`src/loser_tree_replay_top_defines.svh`:
```
// assertion macros for the loser tree replay block
// used by loser_tree_replay_top; expects clk and arst_n in scope
`ifndef LOSER_TREE_REPLAY_TOP_DEFINES_SVH
`define LOSER_TREE_REPLAY_TOP_DEFINES_SVH
`ifndef SYNTHESIS
`define LTR_CHECK(label, prop) \
	label: assert property (@(posedge clk) disable iff (!arst_n) (prop)) \
		else $error("ltr check failed: %m");
`define LTR_CHECK_ALWAYS(label, prop) \
	label: assert property (@(posedge clk) (prop)) \
		else $error("ltr check failed: %m");
`else
`define LTR_CHECK(label, prop)
`define LTR_CHECK_ALWAYS(label, prop)
`endif
`endif

```
`src/ltr_pkg.sv`:
```
// shared constants, types and helpers for the loser tree replay block
// no dependencies
`default_nettype none
package ltr_pkg;
	localparam int MAX_LEAVES = 16;
	localparam int KEY_W = 32;
	localparam int ACT_W = 2;
	localparam int NODE_W = $clog2(MAX_LEAVES);
	localparam int CNT_W = NODE_W + 1;
	localparam int CNT_MIN = 2;
	localparam int CNT_LIMIT = (MAX_LEAVES < 16) ? MAX_LEAVES : 16;
	localparam int FIFO_DEPTH = 4;
	localparam int FIFO_PTR_W = $clog2(FIFO_DEPTH);
	localparam int FIFO_CNT_W = $clog2(FIFO_DEPTH + 1);

	localparam logic [ACT_W-1:0] ACT_LOAD = 2'd0;
	localparam logic [ACT_W-1:0] ACT_BUILD = 2'd1;
	localparam logic [ACT_W-1:0] ACT_UPDATE = 2'd2;

	typedef struct packed {
		logic we;
		logic [NODE_W-1:0] waddr;
		logic [KEY_W-1:0] wdata;
		logic [NODE_W-1:0] raddr;
	} leaf_req_t;

	typedef struct packed {
		logic we;
		logic [NODE_W-1:0] waddr;
		logic [NODE_W-1:0] wdata;
		logic [NODE_W-1:0] raddr;
	} node_req_t;

	typedef struct packed {
		logic signed [KEY_W-1:0] node_value;
		logic [NODE_W-1:0] node_index;
		logic last;
	} out_word_t;

	// smallest power of two not below v
	function automatic logic [CNT_W-1:0] span_of(input logic [CNT_W-1:0] v);
		logic [CNT_W-1:0] t;
		t = CNT_W'(1);
		for (int b = 0; b < CNT_W; b++) begin
			if (t < v) begin
				t = t << 1;
			end
		end
		return t;
	endfunction
endpackage
`default_nettype wire

```
`src/ltr_item_if.sv`:
```
// input channel of the loser tree replay block
// depends on ltr_pkg
`default_nettype none
interface ltr_item_if;
	import ltr_pkg::*;
	logic valid;
	logic ready;
	logic [ACT_W-1:0] action;
	logic [NODE_W-1:0] leaf;
	logic signed [KEY_W-1:0] value;

	modport source (output valid, output action, output leaf, output value, input ready);
	modport sink (input valid, input action, input leaf, input value, output ready);
endinterface
`default_nettype wire

```
`src/ltr_result_if.sv`:
```
// result channel of the loser tree replay block
// depends on ltr_pkg
`default_nettype none
interface ltr_result_if;
	import ltr_pkg::*;
	logic valid;
	logic ready;
	logic signed [KEY_W-1:0] node_value;
	logic [NODE_W-1:0] node_index;
	logic last;

	modport source (output valid, output node_value, output node_index, output last,
		input ready);
	modport sink (input valid, input node_value, input node_index, input last,
		output ready);
endinterface
`default_nettype wire

```
`src/ltr_ram.sv`:
```
// generic single write, single read ram with registered read data
// no dependencies
`default_nettype none
module ltr_ram #(
	parameter int WIDTH = 32,
	parameter int DEPTH = 16
) (
	input logic clk,
	input logic we,
	input logic [$clog2(DEPTH)-1:0] waddr,
	input logic [WIDTH-1:0] wdata,
	input logic [$clog2(DEPTH)-1:0] raddr,
	output logic [WIDTH-1:0] rdata
);
	logic [WIDTH-1:0] mem_q [DEPTH];

	always_ff @(posedge clk) begin
		if (we) begin
			mem_q[waddr] <= wdata;
		end
		rdata <= mem_q[raddr];
	end
endmodule
`default_nettype wire

```
`src/ltr_ctrl.sv`:
```
// sequencer: leaf loads, tournament build, replay climb and node dump
// depends on ltr_pkg, ltr_item_if; drives the leaf and node rams
`default_nettype none
module ltr_ctrl (
	input logic clk,
	input logic arst_n,
	input logic cfg_we,
	input logic [ltr_pkg::CNT_W-1:0] cfg_wdata,
	ltr_item_if.sink item,
	output ltr_pkg::leaf_req_t leaf_req,
	input logic [ltr_pkg::KEY_W-1:0] leaf_rdata,
	output ltr_pkg::node_req_t node_req,
	input logic [ltr_pkg::NODE_W-1:0] node_rdata,
	input logic [ltr_pkg::FIFO_CNT_W-1:0] fifo_cnt,
	output logic push_vld,
	output ltr_pkg::out_word_t push_word
);
	import ltr_pkg::*;

	localparam logic [2:0] ST_IDLE = 3'd0;
	localparam logic [2:0] ST_BCHK = 3'd1;
	localparam logic [2:0] ST_BKA = 3'd2;
	localparam logic [2:0] ST_BKB = 3'd3;
	localparam logic [2:0] ST_CLIMB = 3'd4;
	localparam logic [2:0] ST_CNODE = 3'd5;
	localparam logic [2:0] ST_CKEY = 3'd6;
	localparam logic [2:0] ST_DUMP = 3'd7;

	function automatic logic [NODE_W-1:0] parent_of(input logic [NODE_W-1:0] i,
		input logic [CNT_W-1:0] t, input logic [CNT_W-1:0] l);
		logic [CNT_W:0] pos;
		if ({1'b0, i} < l) begin
			pos = {2'b00, i} + {1'b0, t};
		end else begin
			pos = {2'b00, i} - {2'b00, l[CNT_W-1:1]} + {2'b00, t[CNT_W-1:1]};
		end
		return pos[NODE_W:1];
	endfunction

	logic [2:0] state_q;
	logic [CNT_W-1:0] count_q;
	logic [CNT_W-1:0] span_q;
	logic [CNT_W-1:0] low_q;
	logic [MAX_LEAVES-1:0] nvalid_q;
	logic building_q;
	logic [CNT_W-1:0] bi_q;
	logic [CNT_W-1:0] dk_q;
	logic [NODE_W-1:0] q_q;
	logic [NODE_W-1:0] cand_q;
	logic [KEY_W-1:0] cand_key_q;
	logic [KEY_W-1:0] key_a_q;
	logic [NODE_W-1:0] stored_q;
	logic v_s1;
	logic v_s2;
	logic [NODE_W-1:0] idx_s1;
	logic [NODE_W-1:0] idx_s2;
	logic last_s1;
	logic last_s2;
	logic nv_s1;
	logic nv_s2;

	logic item_fire;
	logic leaf_in_range;
	logic pair_less;
	logic climb_less;
	logic [NODE_W-1:0] bi_lo;
	logic [NODE_W-1:0] bi_next;
	logic single;
	logic [NODE_W-1:0] pair_node;
	logic store_here;
	logic [FIFO_CNT_W-1:0] inflight;
	logic dump_issue;
	logic dump_done;
	logic [CNT_W-1:0] cfg_count;
	logic [CNT_W-1:0] cfg_span;
	logic [CNT_W-1:0] cfg_low;

	assign item.ready = (state_q == ST_IDLE);
	assign item_fire = item.valid && item.ready;
	assign leaf_in_range = {1'b0, item.leaf} < count_q;
	assign pair_less = $signed(key_a_q) < $signed(leaf_rdata);
	assign climb_less = $signed(leaf_rdata) < $signed(cand_key_q);
	assign bi_lo = bi_q[NODE_W-1:0];
	assign bi_next = bi_lo + NODE_W'(1);
	assign single = (bi_q == low_q) && count_q[0];
	assign pair_node = parent_of(bi_lo, span_q, low_q);
	assign store_here = (q_q == '0) || !nvalid_q[q_q];
	assign inflight = fifo_cnt + FIFO_CNT_W'(v_s1) + FIFO_CNT_W'(v_s2);
	assign dump_issue = (state_q == ST_DUMP) && (dk_q < count_q)
		&& (inflight < FIFO_CNT_W'(FIFO_DEPTH));
	assign dump_done = (state_q == ST_DUMP) && (dk_q == count_q) && !v_s1 && !v_s2;

	always_comb begin
		if (cfg_wdata < CNT_W'(CNT_MIN)) begin
			cfg_count = CNT_W'(CNT_MIN);
		end else if (cfg_wdata > CNT_W'(CNT_LIMIT)) begin
			cfg_count = CNT_W'(CNT_LIMIT);
		end else begin
			cfg_count = cfg_wdata;
		end
		cfg_span = span_of(cfg_count);
		cfg_low = CNT_W'(({1'b0, cfg_count} << 1) - {1'b0, cfg_span});
	end

	// memory ports
	always_comb begin
		leaf_req = '0;
		node_req = '0;
		leaf_req.we = item_fire && leaf_in_range
			&& (item.action == ACT_LOAD || item.action == ACT_UPDATE);
		leaf_req.waddr = item.leaf;
		leaf_req.wdata = item.value;
		unique case (state_q)
			ST_BCHK: begin
				leaf_req.raddr = bi_lo;
			end
			ST_BKA: begin
				leaf_req.raddr = bi_next;
			end
			ST_BKB: begin
				node_req.we = 1'b1;
				node_req.waddr = pair_node;
				node_req.wdata = pair_less ? bi_next : bi_lo;
			end
			ST_CLIMB: begin
				node_req.raddr = q_q;
				node_req.we = store_here;
				node_req.waddr = q_q;
				node_req.wdata = cand_q;
			end
			ST_CNODE: begin
				leaf_req.raddr = node_rdata;
			end
			ST_CKEY: begin
				node_req.we = climb_less;
				node_req.waddr = q_q;
				node_req.wdata = cand_q;
			end
			ST_DUMP: begin
				node_req.raddr = dk_q[NODE_W-1:0];
				leaf_req.raddr = node_rdata;
			end
			default: begin
			end
		endcase
	end

	always_ff @(posedge clk or negedge arst_n) begin
		if (!arst_n) begin
			state_q <= ST_IDLE;
			count_q <= CNT_W'(CNT_LIMIT);
			span_q <= span_of(CNT_W'(CNT_LIMIT));
			low_q <= CNT_W'(2 * CNT_LIMIT) - span_of(CNT_W'(CNT_LIMIT));
			nvalid_q <= '0;
			building_q <= 1'b0;
			bi_q <= '0;
			dk_q <= '0;
			v_s1 <= 1'b0;
			v_s2 <= 1'b0;
		end else begin
			v_s1 <= dump_issue;
			v_s2 <= v_s1;
			if (dump_issue) begin
				dk_q <= dk_q + CNT_W'(1);
			end
			unique case (state_q)
				ST_IDLE: begin
					dk_q <= '0;
					if (item_fire) begin
						unique case (item.action)
							ACT_BUILD: begin
								nvalid_q <= '0;
								bi_q <= '0;
								building_q <= 1'b1;
								state_q <= ST_BCHK;
							end
							ACT_UPDATE: begin
								if (leaf_in_range) begin
									building_q <= 1'b0;
									state_q <= ST_CLIMB;
								end
							end
							default: begin
							end
						endcase
					end
				end
				ST_BCHK: begin
					state_q <= (bi_q < count_q) ? ST_BKA : ST_DUMP;
				end
				ST_BKA: begin
					if (single) begin
						bi_q <= bi_q + CNT_W'(1);
						state_q <= ST_CLIMB;
					end else begin
						state_q <= ST_BKB;
					end
				end
				ST_BKB: begin
					nvalid_q[pair_node] <= 1'b1;
					bi_q <= bi_q + CNT_W'(2);
					state_q <= ST_CLIMB;
				end
				ST_CLIMB: begin
					if (store_here) begin
						nvalid_q[q_q] <= 1'b1;
						state_q <= building_q ? ST_BCHK : ST_DUMP;
					end else begin
						state_q <= ST_CNODE;
					end
				end
				ST_CNODE: begin
					state_q <= ST_CKEY;
				end
				ST_CKEY: begin
					state_q <= ST_CLIMB;
				end
				ST_DUMP: begin
					if (dump_done) begin
						state_q <= ST_IDLE;
					end
				end
				default: begin
					state_q <= ST_IDLE;
				end
			endcase
			if (cfg_we) begin
				count_q <= cfg_count;
				span_q <= cfg_span;
				low_q <= cfg_low;
				nvalid_q <= '0;
			end
		end
	end

	// candidate and dump pipeline payload
	always_ff @(posedge clk) begin
		unique case (state_q)
			ST_IDLE: begin
				cand_q <= item.leaf;
				cand_key_q <= item.value;
				q_q <= parent_of(item.leaf, span_q, low_q);
			end
			ST_BKA: begin
				key_a_q <= leaf_rdata;
				if (single) begin
					cand_q <= bi_lo;
					cand_key_q <= leaf_rdata;
					q_q <= pair_node;
				end
			end
			ST_BKB: begin
				cand_q <= pair_less ? bi_lo : bi_next;
				cand_key_q <= pair_less ? key_a_q : leaf_rdata;
				q_q <= pair_node >> 1;
			end
			ST_CNODE: begin
				stored_q <= node_rdata;
			end
			ST_CKEY: begin
				if (climb_less) begin
					cand_q <= stored_q;
					cand_key_q <= leaf_rdata;
				end
				q_q <= q_q >> 1;
			end
			default: begin
			end
		endcase
		idx_s1 <= dk_q[NODE_W-1:0];
		last_s1 <= (dk_q + CNT_W'(1)) == count_q;
		nv_s1 <= nvalid_q[dk_q[NODE_W-1:0]];
		idx_s2 <= idx_s1;
		last_s2 <= last_s1;
		nv_s2 <= nv_s1;
	end

	assign push_vld = v_s2;
	assign push_word.node_value = nv_s2 ? leaf_rdata : '0;
	assign push_word.node_index = idx_s2;
	assign push_word.last = last_s2;
endmodule
`default_nettype wire

```
`src/ltr_out_fifo.sv`:
```
// small output queue that decouples the node dump from the result channel
// depends on ltr_pkg, ltr_result_if
`default_nettype none
module ltr_out_fifo (
	input logic clk,
	input logic arst_n,
	input logic push_vld,
	input ltr_pkg::out_word_t push_word,
	ltr_result_if.source result,
	output logic [ltr_pkg::FIFO_CNT_W-1:0] cnt
);
	import ltr_pkg::*;

	out_word_t mem_q [FIFO_DEPTH];
	logic [FIFO_PTR_W-1:0] wr_q;
	logic [FIFO_PTR_W-1:0] rd_q;
	logic [FIFO_CNT_W-1:0] cnt_q;
	logic pop;
	out_word_t head;

	assign pop = result.valid && result.ready;
	assign head = mem_q[rd_q];
	assign result.valid = (cnt_q != '0);
	assign result.node_value = head.node_value;
	assign result.node_index = head.node_index;
	assign result.last = head.last;
	assign cnt = cnt_q;

	always_ff @(posedge clk or negedge arst_n) begin
		if (!arst_n) begin
			wr_q <= '0;
			rd_q <= '0;
			cnt_q <= '0;
		end else begin
			if (push_vld) begin
				wr_q <= wr_q + FIFO_PTR_W'(1);
			end
			if (pop) begin
				rd_q <= rd_q + FIFO_PTR_W'(1);
			end
			cnt_q <= cnt_q + FIFO_CNT_W'(push_vld) - FIFO_CNT_W'(pop);
		end
	end

	always_ff @(posedge clk) begin
		if (push_vld) begin
			mem_q[wr_q] <= push_word;
		end
	end
endmodule
`default_nettype wire

```
`src/loser_tree_replay_top.sv`:
```
// top level of the loser tree replay block
// depends on ltr_pkg, ltr_item_if, ltr_result_if, ltr_ram, ltr_ctrl, ltr_out_fifo
//
// channel  dir  word                               handshake
// item     in   action, leaf, value                valid/ready
// result   out  node_value, node_index, last       valid/ready
// cfg      in   leaf_count                         cfg_we, no ready
//
// load: a leaf ram write; update: CLIMB, CNODE, CKEY per occupied level, store, then the dump
// build: BCHK, BKA and BKB per leaf pair plus its climb, then the dump
// dump: one node a cycle while the output queue has room, through the node ram then the leaf ram
// no clearing pass after reset; a four word output queue absorbs result stalls
`default_nettype none
`include "loser_tree_replay_top_defines.svh"
module loser_tree_replay_top (
	input logic clk,
	input logic arst_n,
	input logic cfg_we,
	input logic [ltr_pkg::CNT_W-1:0] cfg_wdata,
	ltr_item_if.sink item,
	ltr_result_if.source result
);
	import ltr_pkg::*;

	leaf_req_t leaf_req;
	node_req_t node_req;
	logic [KEY_W-1:0] leaf_rdata;
	logic [NODE_W-1:0] node_rdata;
	logic [FIFO_CNT_W-1:0] fifo_cnt;
	logic push_vld;
	out_word_t push_word;

	ltr_ram #(
		.WIDTH(KEY_W),
		.DEPTH(MAX_LEAVES)
	) u_leaf_ram (
		.clk(clk),
		.we(leaf_req.we),
		.waddr(leaf_req.waddr),
		.wdata(leaf_req.wdata),
		.raddr(leaf_req.raddr),
		.rdata(leaf_rdata)
	);

	ltr_ram #(
		.WIDTH(NODE_W),
		.DEPTH(MAX_LEAVES)
	) u_node_ram (
		.clk(clk),
		.we(node_req.we),
		.waddr(node_req.waddr),
		.wdata(node_req.wdata),
		.raddr(node_req.raddr),
		.rdata(node_rdata)
	);

	ltr_ctrl u_ctrl (
		.clk(clk),
		.arst_n(arst_n),
		.cfg_we(cfg_we),
		.cfg_wdata(cfg_wdata),
		.item(item),
		.leaf_req(leaf_req),
		.leaf_rdata(leaf_rdata),
		.node_req(node_req),
		.node_rdata(node_rdata),
		.fifo_cnt(fifo_cnt),
		.push_vld(push_vld),
		.push_word(push_word)
	);

	ltr_out_fifo u_out_fifo (
		.clk(clk),
		.arst_n(arst_n),
		.push_vld(push_vld),
		.push_word(push_word),
		.result(result),
		.cnt(fifo_cnt)
	);

	`LTR_CHECK_ALWAYS(a_fifo_bound, !arst_n || (fifo_cnt <= FIFO_CNT_W'(FIFO_DEPTH)))
	`LTR_CHECK(a_no_overflow, push_vld |-> (fifo_cnt != FIFO_CNT_W'(FIFO_DEPTH)))
	`LTR_CHECK(a_no_push_idle, push_vld |-> !item.ready)
	`LTR_CHECK(a_single_writer, leaf_req.we |-> !node_req.we)
endmodule
`default_nettype wire

```
`src/flat_wrapper.sv`:
```
// flat-port wrapper written by rule: the top's interface ports become plain ports
module loser_tree_replay_top_flat import ltr_pkg::*;
  (clk, arst_n, cfg_we, cfg_wdata, item_valid, item_action, item_leaf, item_value, item_ready, result_valid, result_node_value, result_node_index, result_last, result_ready);
  ltr_item_if item_i ();
  ltr_result_if result_i ();
  input logic clk;
  input logic arst_n;
  input logic cfg_we;
  input logic [ltr_pkg::CNT_W-1:0] cfg_wdata;
  input wire logic [$bits(item_i.valid)-1:0] item_valid;
  input wire logic [$bits(item_i.action)-1:0] item_action;
  input wire logic [$bits(item_i.leaf)-1:0] item_leaf;
  input wire logic [$bits(item_i.value)-1:0] item_value;
  output wire logic [$bits(item_i.ready)-1:0] item_ready;
  output wire logic [$bits(result_i.valid)-1:0] result_valid;
  output wire logic [$bits(result_i.node_value)-1:0] result_node_value;
  output wire logic [$bits(result_i.node_index)-1:0] result_node_index;
  output wire logic [$bits(result_i.last)-1:0] result_last;
  input wire logic [$bits(result_i.ready)-1:0] result_ready;
  assign item_i.valid = item_valid;
  assign item_i.action = item_action;
  assign item_i.leaf = item_leaf;
  assign item_i.value = item_value;
  assign item_ready = item_i.ready;
  assign result_valid = result_i.valid;
  assign result_node_value = result_i.node_value;
  assign result_node_index = result_i.node_index;
  assign result_last = result_i.last;
  assign result_i.ready = result_ready;
  loser_tree_replay_top u_core (.clk(clk), .arst_n(arst_n), .cfg_we(cfg_we), .cfg_wdata(cfg_wdata), .item(item_i), .result(result_i));
endmodule
```
`config.mk`:
```
export PLATFORM = sky130hd
export DESIGN_NAME = loser_tree_replay_top_flat
export DESIGN_NICKNAME = d
export VERILOG_FILES = /design/src/ltr_pkg.sv /design/src/ltr_item_if.sv /design/src/ltr_result_if.sv /design/src/ltr_ram.sv /design/src/ltr_ctrl.sv /design/src/ltr_out_fifo.sv /design/src/loser_tree_replay_top.sv /design/src/flat_wrapper.sv
export VERILOG_INCLUDE_DIRS = /design/src /design/src/src
export SDC_FILE = /design/constraint.sdc
export NUM_CORES = 1
export LEC_CHECK = 0
export ABC_AREA = 1
export BUFFER_PORTS_ARGS = -buffer_cell sky130_fd_sc_hd__buf_2
export CELL_PAD_IN_SITES_DETAIL_PLACEMENT = 0
export CELL_PAD_IN_SITES_GLOBAL_PLACEMENT = 1
export CORE_MARGIN = 2
export CORE_UTILIZATION = 50
export DETAILED_ROUTE_END_ITERATION = 10
export PLACE_DENSITY = 0.83
export RECOVER_POWER = 50
export SYNTH_ARGS = -nofsm -noshare
export SYNTH_HDL_FRONTEND = slang
export SYNTH_SLANG_ARGS = --single-unit
```
`constraint.sdc`:
```
create_clock -name clk -period 14.65 [get_ports clk]
set_input_delay 2.93 -clock clk [delete_from_list [all_inputs] [get_ports clk]]
set_output_delay 2.93 -clock clk [all_outputs]
set_load 0.02 [all_outputs]
```
# After elaboration in Yosys (flattened, before gate mapping)
# Memories as Yosys holds them, arrays and structs flattened. A register that Yosys moved wholly into a read port is not among the register bits.
# Cells that the tools add are included.
[totals] reg_bits=142 ramBits=724 in_bits=48 wordCells=183 memories=3
[mem_list] name="u_core.u_leaf_ram.mem_q" depth=16 word_bits=32 rd=1 rd_clocked_by_memory_dff=1 wr=1 line="ltr_ram.sv:15" text="logic [WIDTH-1:0] mem_q [DEPTH];"
[mem_list] name="u_core.u_out_fifo.mem_q" depth=4 word_bits=37 rd=1 rd_clocked_by_memory_dff=0 wr=1 line="ltr_out_fifo.sv:14" text="out_word_t mem_q [FIFO_DEPTH];"
[mem_list] name="u_core.u_node_ram.mem_q" depth=16 word_bits=4 rd=1 rd_clocked_by_memory_dff=1 wr=1 line="ltr_ram.sv:15"
[classes] addsub=17 n_lt_le_gt_ge=20 n_eq_ne=23 mux=60 n_bitwise=2 reduce_logical=34
[op_table] operator="$mux W32" n=4
[op_table] operator="$pmux W32 S4" n=1
[op_table] operator="$lt A32 B32 Y1" n=2
[op_table] operator="$mux W16" n=4
[op_table] operator="$mux W5" n=11
[op_table] operator="$pmux W16 S3" n=1
[op_table] operator="$or A16 B16 Y16" n=2
[op_table] operator="$pmux W4 S4" n=2
[op_table] operator="$pmux W9 S3" n=1
[op_table] operator="$mux W3" n=8
[op_table] operator="$mux W4" n=6
[op_table] operator="$pmux W3 S7" n=1
[op_table] operator="$lt A4 B5 Y1" n=4
[op_table] operator="$reduce_and A4 Y1" n=4
[op_table] operator="$eq A5 B5 Y1" n=3
[op_table] operator="$lt A4 B5 Y1 const B" n=3
[op_table] operator="$lt A5 B5 Y1" n=3
[op_table] operator="$pmux W5 S3" n=1
[op_table] operator="$eq A3 B3 Y1 const B" n=4
[op_table] operator="$logic_and A1 B1 Y1" n=12
[op_table] operator="$pmux W4 S3" n=1
[op_table] operator="$mux W1" n=11
[op_table] operator="$add A4 B5 Y5" n=2
[op_table] operator="$add A5 B1 Y5 const B" n=2
[op_table] operator="other kinds (41)" n=63

# Logic depth before layout (Yosys ltp)
[logic_depth] depth_word=14 ltp_mapped=40

# Modules after synthesis
# Synthesis repeated with hierarchy kept, for this count alone.
[hier_totals] hier_cells=4279 hier_area_um2=42448.2
[by_module_without_submodules] module="ltr_ram at u_core.u_leaf_ram" n_inst=1 cells_each=2121 area_each_um2=22738.1 seq_area_each_um2=16015.4
[by_module_without_submodules] module="ltr_ctrl" n_inst=1 cells_each=1347 area_each_um2=10506.3 seq_area_each_um2=3677.3
[by_module_without_submodules] module="ltr_out_fifo" n_inst=1 cells_each=521 area_each_um2=6237.2 seq_area_each_um2=4619.4
[by_module_without_submodules] module="ltr_ram at u_core.u_node_ram" n_inst=1 cells_each=290 area_each_um2=2966.6 seq_area_each_um2=2001.9

# Worst setup path before layout
# Ideal clock, no wire load.
[synth_path] path_kind="input to register" start="input port cfg_wdata[3] (netlist bit)" end="register u_core.u_ctrl.low_q[4]" setup_ps=77 t_arrival_ps=7880 required_time_ps=14573 setup_slack_ps=6693 path_stages=34 path_cell_list="nor2_1 > inv_1 > o22ai_1 > inv_1 > ha_1 > a21oi_1 > nor3_1 > inv_1 > ha_1 > ha_1 > a21oi_1 > or2_1 > nand2_2 > nand2_1 > o21ai_1 > ha_1 > a21o_1 > a22oi_1 > nand2_2 > o21ai_0 > ha_1 > a21oi_1 > nor2_1 > a211oi_1 > nand2_4 > nand2_1 > o21ai_0 > ha_1 > a21oi_1 > o21bai_1 > xor2_1 > o211ai_1 > nand3_1 > nand2_1"
[synth_via] elab_chain_cells=14 word_cells_on_any_way=15 classes_between="1 x add/sub; 7 x order compare; 7 x mux"
[synth_lines] element="start, declared" line="flat_wrapper.sv:9" text="input logic [ltr_pkg::CNT_W-1:0] cfg_wdata;"
[synth_lines] element="$gt A5 B5 Y1" line="ltr_ctrl.sv:96" text="end else if (cfg_wdata > CNT_W'(CNT_LIMIT)) begin"
[synth_lines] element="$mux W5" line="ltr_ctrl.sv:96"
[synth_lines] element="$mux W5 (*)" line="ltr_ctrl.sv:94" text="if (cfg_wdata < CNT_W'(CNT_MIN)) begin"
[synth_lines] element="net u_core.u_ctrl.cfg_count[1]" line="ltr_ctrl.sv:74" text="logic [CNT_W-1:0] cfg_count;"
[synth_lines] element="$lt A1 B5 Y1" line="ltr_pkg.sv:45" text="if (t < v) begin"
[synth_lines] element="$mux W2" line="ltr_pkg.sv:45"
[synth_lines] element="$lt A2 B5 Y1" line="ltr_pkg.sv:45"
[synth_lines] element="$mux W3" line="ltr_pkg.sv:45"
[synth_lines] element="$lt A3 B5 Y1" line="ltr_pkg.sv:45"
[synth_lines] element="$mux W4" line="ltr_pkg.sv:45"
[synth_lines] element="$lt A4 B5 Y1" line="ltr_pkg.sv:45"
[synth_lines] element="$mux W5" line="ltr_pkg.sv:45"
[synth_lines] element="$lt A5 B5 Y1" line="ltr_pkg.sv:45"
[synth_lines] element="$mux W5" line="ltr_pkg.sv:45"
[synth_lines] element="$sub A5 B5 Y5 (*)" line="ltr_ctrl.sv:102" text="cfg_low = CNT_W'(({1'b0, cfg_count} << 1) - {1'b0, cfg_span});"
[synth_lines] element="end signal, assigned" line="ltr_ctrl.sv:153" text="low_q <= CNT_W'(2 * CNT_LIMIT) - span_of(CNT_W'(CNT_LIMIT));"
[synth_lines] element="end signal, assigned" line="ltr_ctrl.sv:230" text="low_q <= cfg_low;"
[synth_lines] element="end, declared" line="ltr_ctrl.sv:43" text="logic [CNT_W-1:0] low_q;"
# Mark *: on every way through the listed nets, which the timed path passes. The rest lies on a longest branch.
# A chain may end at the register's enable or synchronous reset.

# Worst setup path after layout
[layout_path] start="input port cfg_wdata[4] (netlist bit)" end="register u_core.u_ctrl.low_q[4]"
# The elaborated chain is that of the path after synthesis.

==> results list <==
* Cell area after layout: approximately 44000 um^2
* Layout cell share with drive strength beyond 1: between 9 and 10%
* Count of fill cells added during filler insertion: 6526
- Skew final: 19.9 ps
- Setup violations remaining at the end of the flow were counted as 0.
- Tmin final: between 8000 and 9000 ps
- The worst setup path is launched from an input port.
- For the pin with the worst max-slew slack, the measured transition is between 2000 and 3000 ps.
* Proportion of power drawn by combinational gates: between 30% and 40%
* Part of the cycle the worst path needs: between 50 and 60%
* Wire length of the first global-routing pass: 144000 um
- The die covers 81400 um^2.
* Clock-pin slew on the worst setup and hold paths: about 60 ps
- Pwr/cell area: approximately 210 nW/um^2
- After synthesis the netlist holds a flip-flop and latch count of ~900.
- For this run the aggregate overflow at the end of global routing stands at 0.
- Post-synthesis to final-layout area growth: 11.4%
- After routing, the total negative slack on setup checks comes to 0 ps.
- The final max-slew violation count came to 258.
* Die width: around 290 um
- After detailed routing, the number of remaining DRC violations is 0.
* Number of synthesized flops with an enable pin: 800
- Post-layout nets: roughly 3.6k
- Reg power frac: between 30% and 40%
* Switching portion of total power: between 30% and 40%
- Hold buffer count at CTS: 0
- The path class of the tightest hold or removal check is flop to flop.
- Async SR Flop Fraction: slightly below 6%
- The internal portion of the total power is roughly 5500 uW.
- Worst vdd rail ir drop: between 100 and 150 uV
- Achievable Freq: 122 MHz
- Worst Setup End Kind: flop
- Routed Antenna Nets: 0
- Unrepaired setup endpoints after global routing: no
* Sequential element share of the synthesized area: 66.5%
- CTS placed an instance of sky130_fd_sc_hd__clkbuf_16 at the clock tree root.
* Setup repair bufs after CTS: 0
- Final hold violation count: 0
* # IOs: 87
* Number of global-route vias before repair: approximately 25k
- Vias after detailed routing: roughly 26k
- Entering global routing, the biggest net connects roughly 110 pins.
- Area of the core region: ~79000 um^2
- Per-instance average area after synthesis: around 12 um^2
- The critical path is of the input port to flop type.
- Summed over all nets, the switching power comes to 3500 uW.
* Initial antenna violation count: 13
* Synthesized cell area: approximately 40000 um^2
* Reg-to-reg slack, setup: roughly 6900 ps
* Number of maximum-capacitance constraint violations: 7
* Worst-case setup slack after placement: between 5000 and 6000 ps
- The clock tree synthesis step divided the H-tree into 3 levels.
* Outcome: finished, violations left
- Dividing the detail-routed wire length by the instance count gives about 20 um.
- The clock passes through at most 3 buffers.
- Routability-driven placement finished with a final weighted congestion of around 0.85.
- For this run, the slowest stage of the critical path takes about 320 ps.
* Global-route usage over all layers: about 23%
* Worst setup margin: between 6000 and 7000 ps
* Failing checks: max-capacitance violations, max-slew violations
* Clock tree from TritonCTS: yes
- Number of warnings reported in the yosys synthesis log: 0
* First-pass detailed-route iteration total: 7
- The later pin in the worst-skew pair is clocked with a latency of 650 ps.
- Clock tree synthesis inserted a total of roughly 90 buffers.
- Leakage power: approximately 0.016 uW
- Max-slew headroom: -71.2%
* Post_cts resized: 0
- After detailed placement, the total cell area comes to just over 40000 um^2.
- In this run the worst path has a maximum fanout of 10.
- After detailed routing, the number of vias per cell comes to approximately 5.7.
* Post-Synthesis Cells: between 3k and 4k
- For the worst setup path, the data required time is roughly 15000 ps.
- Initial standard-cell utilization of the core: 50.3%
- Count of unique library cells instantiated by Yosys: 58
- Slowest-stage cell, CP: sky130_fd_sc_hd__ha_1
- Clock sink count: roughly 900
- Detailed router's first-iteration violation count: 2424
* Number of rows in the core area: between 100 and 150
* Die Height: 285 um
* Clock power share: between 20% and 30%
- Among all flip-flop cells after synthesis, the most frequent one is sky130_fd_sc_hd__edfxtp_1.
* Post-Route WL: between 90000 and 100000 um
* Total of buffers placed on input and output ports: 86
- STA puts the critical path data arrival time at approximately 9000 ps.
- After legalization and detailed placement, the total HPWL measured approximately 56000 um.
==> synthesized netlist by cell type (3+ instances only) <==
| cell | count | area, um^2 |
|---|---|---|
| sky130_fd_sc_hd__o211ai_1 | 65 | 488 |
| sky130_fd_sc_hd__a21boi_0 | 3 | 22.5 |
| sky130_fd_sc_hd__nand3_1 | 154 | 771 |
| sky130_fd_sc_hd__nand2_1 | 393 | 1480 |
| sky130_fd_sc_hd__or2_2 | 29 | 181 |
| sky130_fd_sc_hd__dfstp_2 | 3 | 78.8 |
| sky130_fd_sc_hd__or2_0 | 34 | 213 |
| sky130_fd_sc_hd__clkbuf_2 | 8 | 40.0 |
| sky130_fd_sc_hd__nor3_1 | 10 | 50.1 |
| sky130_fd_sc_hd__o21a_1 | 9 | 67.6 |
| sky130_fd_sc_hd__dfrtp_1 | 50 | 1250 |
| sky130_fd_sc_hd__clkbuf_1 | 96 | 360 |
| sky130_fd_sc_hd__o21ai_0 | 306 | 1530 |
| sky130_fd_sc_hd__o22ai_1 | 67 | 419 |
| sky130_fd_sc_hd__or2_1 | 52 | 325 |
| sky130_fd_sc_hd__ha_1 | 121 | 1510 |
| sky130_fd_sc_hd__a211oi_1 | 3 | 22.5 |
| sky130_fd_sc_hd__o21ai_1 | 130 | 651 |
| sky130_fd_sc_hd__nand2_2 | 5 | 31.3 |
| sky130_fd_sc_hd__a21oi_1 | 126 | 631 |
| sky130_fd_sc_hd__nand4_1 | 15 | 93.8 |
| sky130_fd_sc_hd__edfxtp_1 | 800 | 24000 |
| sky130_fd_sc_hd__buf_4 | 12 | 90.1 |
| sky130_fd_sc_hd__xor2_1 | 22 | 193 |
| sky130_fd_sc_hd__buf_2 | 48 | 240 |
| sky130_fd_sc_hd__inv_2 | 14 | 52.6 |
| sky130_fd_sc_hd__fa_1 | 12 | 240 |
| sky130_fd_sc_hd__xnor2_1 | 5 | 43.8 |
| sky130_fd_sc_hd__nor4_1 | 3 | 18.8 |
| sky130_fd_sc_hd__nor2_1 | 279 | 1050 |
| sky130_fd_sc_hd__mux2i_1 | 16 | 160 |
| sky130_fd_sc_hd__o221ai_1 | 116 | 1020 |
| sky130_fd_sc_hd__inv_1 | 271 | 1020 |
| sky130_fd_sc_hd__dfxtp_1 | 48 | 961 |
==> critical path: cells and delay by family <==
kind	cells	cell delay (ps)
AO/OA/AOI/OAI	12	2140
XOR/XNOR	1	210
adder cells (fa/ha/maj)	6	1680
buffers and inverters	5	560
AND/OR/NAND/NOR	11	1260
==> sequential cells by signal, summed over array words and instances (netlist names), 5 cells and up <==
signal / count
u_core.u_leaf_ram.mem_q: 512
u_core.u_ctrl.nvalid_q: 16
u_core.u_ctrl.bi_q: 5
u_core.u_leaf_ram.rdata: 32
u_core.u_ctrl.count_q: 5
u_core.u_ctrl.cand_key_q: 32
u_core.u_ctrl.key_a_q: 32
u_core.u_node_ram.mem_q: 64
u_core.u_ctrl.dk_q: 5
u_core.u_ctrl.span_q: 5
u_core.u_out_fifo.mem_q: 148
==> cells in the final DEF (no fill, tap or decap), drive strengths merged, types with 15 or more instances in the layout <==
| master | count |
|---|---|
| clkbuf | 155 |
| o211ai | 65 |
| nor2 | 281 |
| a21oi | 126 |
| dfrtp | 50 |
| inv | 290 |
| nand3 | 155 |
| dfxtp | 48 |
| o221ai | 116 |
| nand4 | 15 |
| xor2 | 22 |
| or2 | 115 |
| ha | 121 |
| clkinv | 32 |
| o21ai | 436 |
| buf | 99 |
| nand2 | 400 |
| edfxtp | 800 |
| o22ai | 68 |
| mux2i | 16 |
==> layer usage <==
layer  vias to the layer above  wire length (um)  GRT usage (%)
met5                         -                46              0
met4                         8              2010           6.14
met3                       148              6460           4.21
met2                       806             43900           36.8
met1                     12500             40800           32.0
li1                      12300                 -              -
==> stage by stage <==
step	hold slack [ps]	util, %	instances	power (uW)
after floorplan	310	-	3359	5730
after global placement	312	52.3	4379	6700
after detailed placement	313	52.3	4379	6750
after CTS	326	56.2	4549	9070
after global routing	336	56.1	4550	9620
final	327	56.1	4551	9040
==> worst paths after layout <==
kind | cells after the start | startpoint | endpoint
setup / recovery | 35 | cfg_wdata[4] | u_core.u_ctrl.low_q[4]
hold / removal | 0 | u_core.u_ctrl.idx_s1[0] | u_core.u_ctrl.idx_s2[0]
setup reg to reg | 13 | u_core.u_ctrl.state_q[1] | u_core.u_leaf_ram.rdata[25]
hold reg to reg | 0 | u_core.u_ctrl.idx_s1[0] | u_core.u_ctrl.idx_s2[0]
max in group asynchronous | 2 | arst_n | u_core.u_out_fifo.rd_q[0]
min in group asynchronous | 2 | arst_n | u_core.u_ctrl.nvalid_q[7]
==> power groups by stage <==
| stage | sequential (uW) | combinational [uW] | clock (uW) |
|---|---|---|---|
| 2_1_floorplan | 3370 | 2370 | 0 |
| 3_3_place_gp | 3440 | 3250 | 0 |
| 5_1_grt | 3430 | 3720 | 2460 |
| 4_1_cts | 3400 | 3320 | 2350 |
| 3_5_place_dp | 3450 | 3300 | 0 |
| 6_report | 3400 | 3320 | 2320 |
==> area by class of cell <==
type / count / area, um^2 / area share, %
clock buffers: 117 / 2500 / 5.67
diodes: 2 / 5.00 / 0.0114
flip-flops and latches: 901 / 26300 / 59.7
repair buffers: 137 / 753 / 1.71
inverters: 287 / 1090 / 2.47
well taps: 1050 / 1310 / 2.98
multi-input cells: 2004 / 11600 / 26.3
clock inverters: 53 / 517 / 1.17
==> kinds of logic (layout without fill, tap and decap cells) <==
| group | Yosys count | after routing | share of synthesized area (%) |
|---|---|---|---|
| AOI/OAI and AO/OA | 838 | 838 | 12.5 |
| xor gates and xnor gates | 27 | 27 | 0.597 |
| adders and majority gates | 133 | 133 | 4.43 |
| buffers and inverters | 454 | 594 | 4.62 |
| DFF | 901 | 901 | 66.5 |
| muxes | 17 | 17 | 0.433 |
| other | 2 | 5 | 0.0190 |
| and+or+nand+nor | 986 | 986 | 10.9 |
Power figures use the tool's default switching activity.
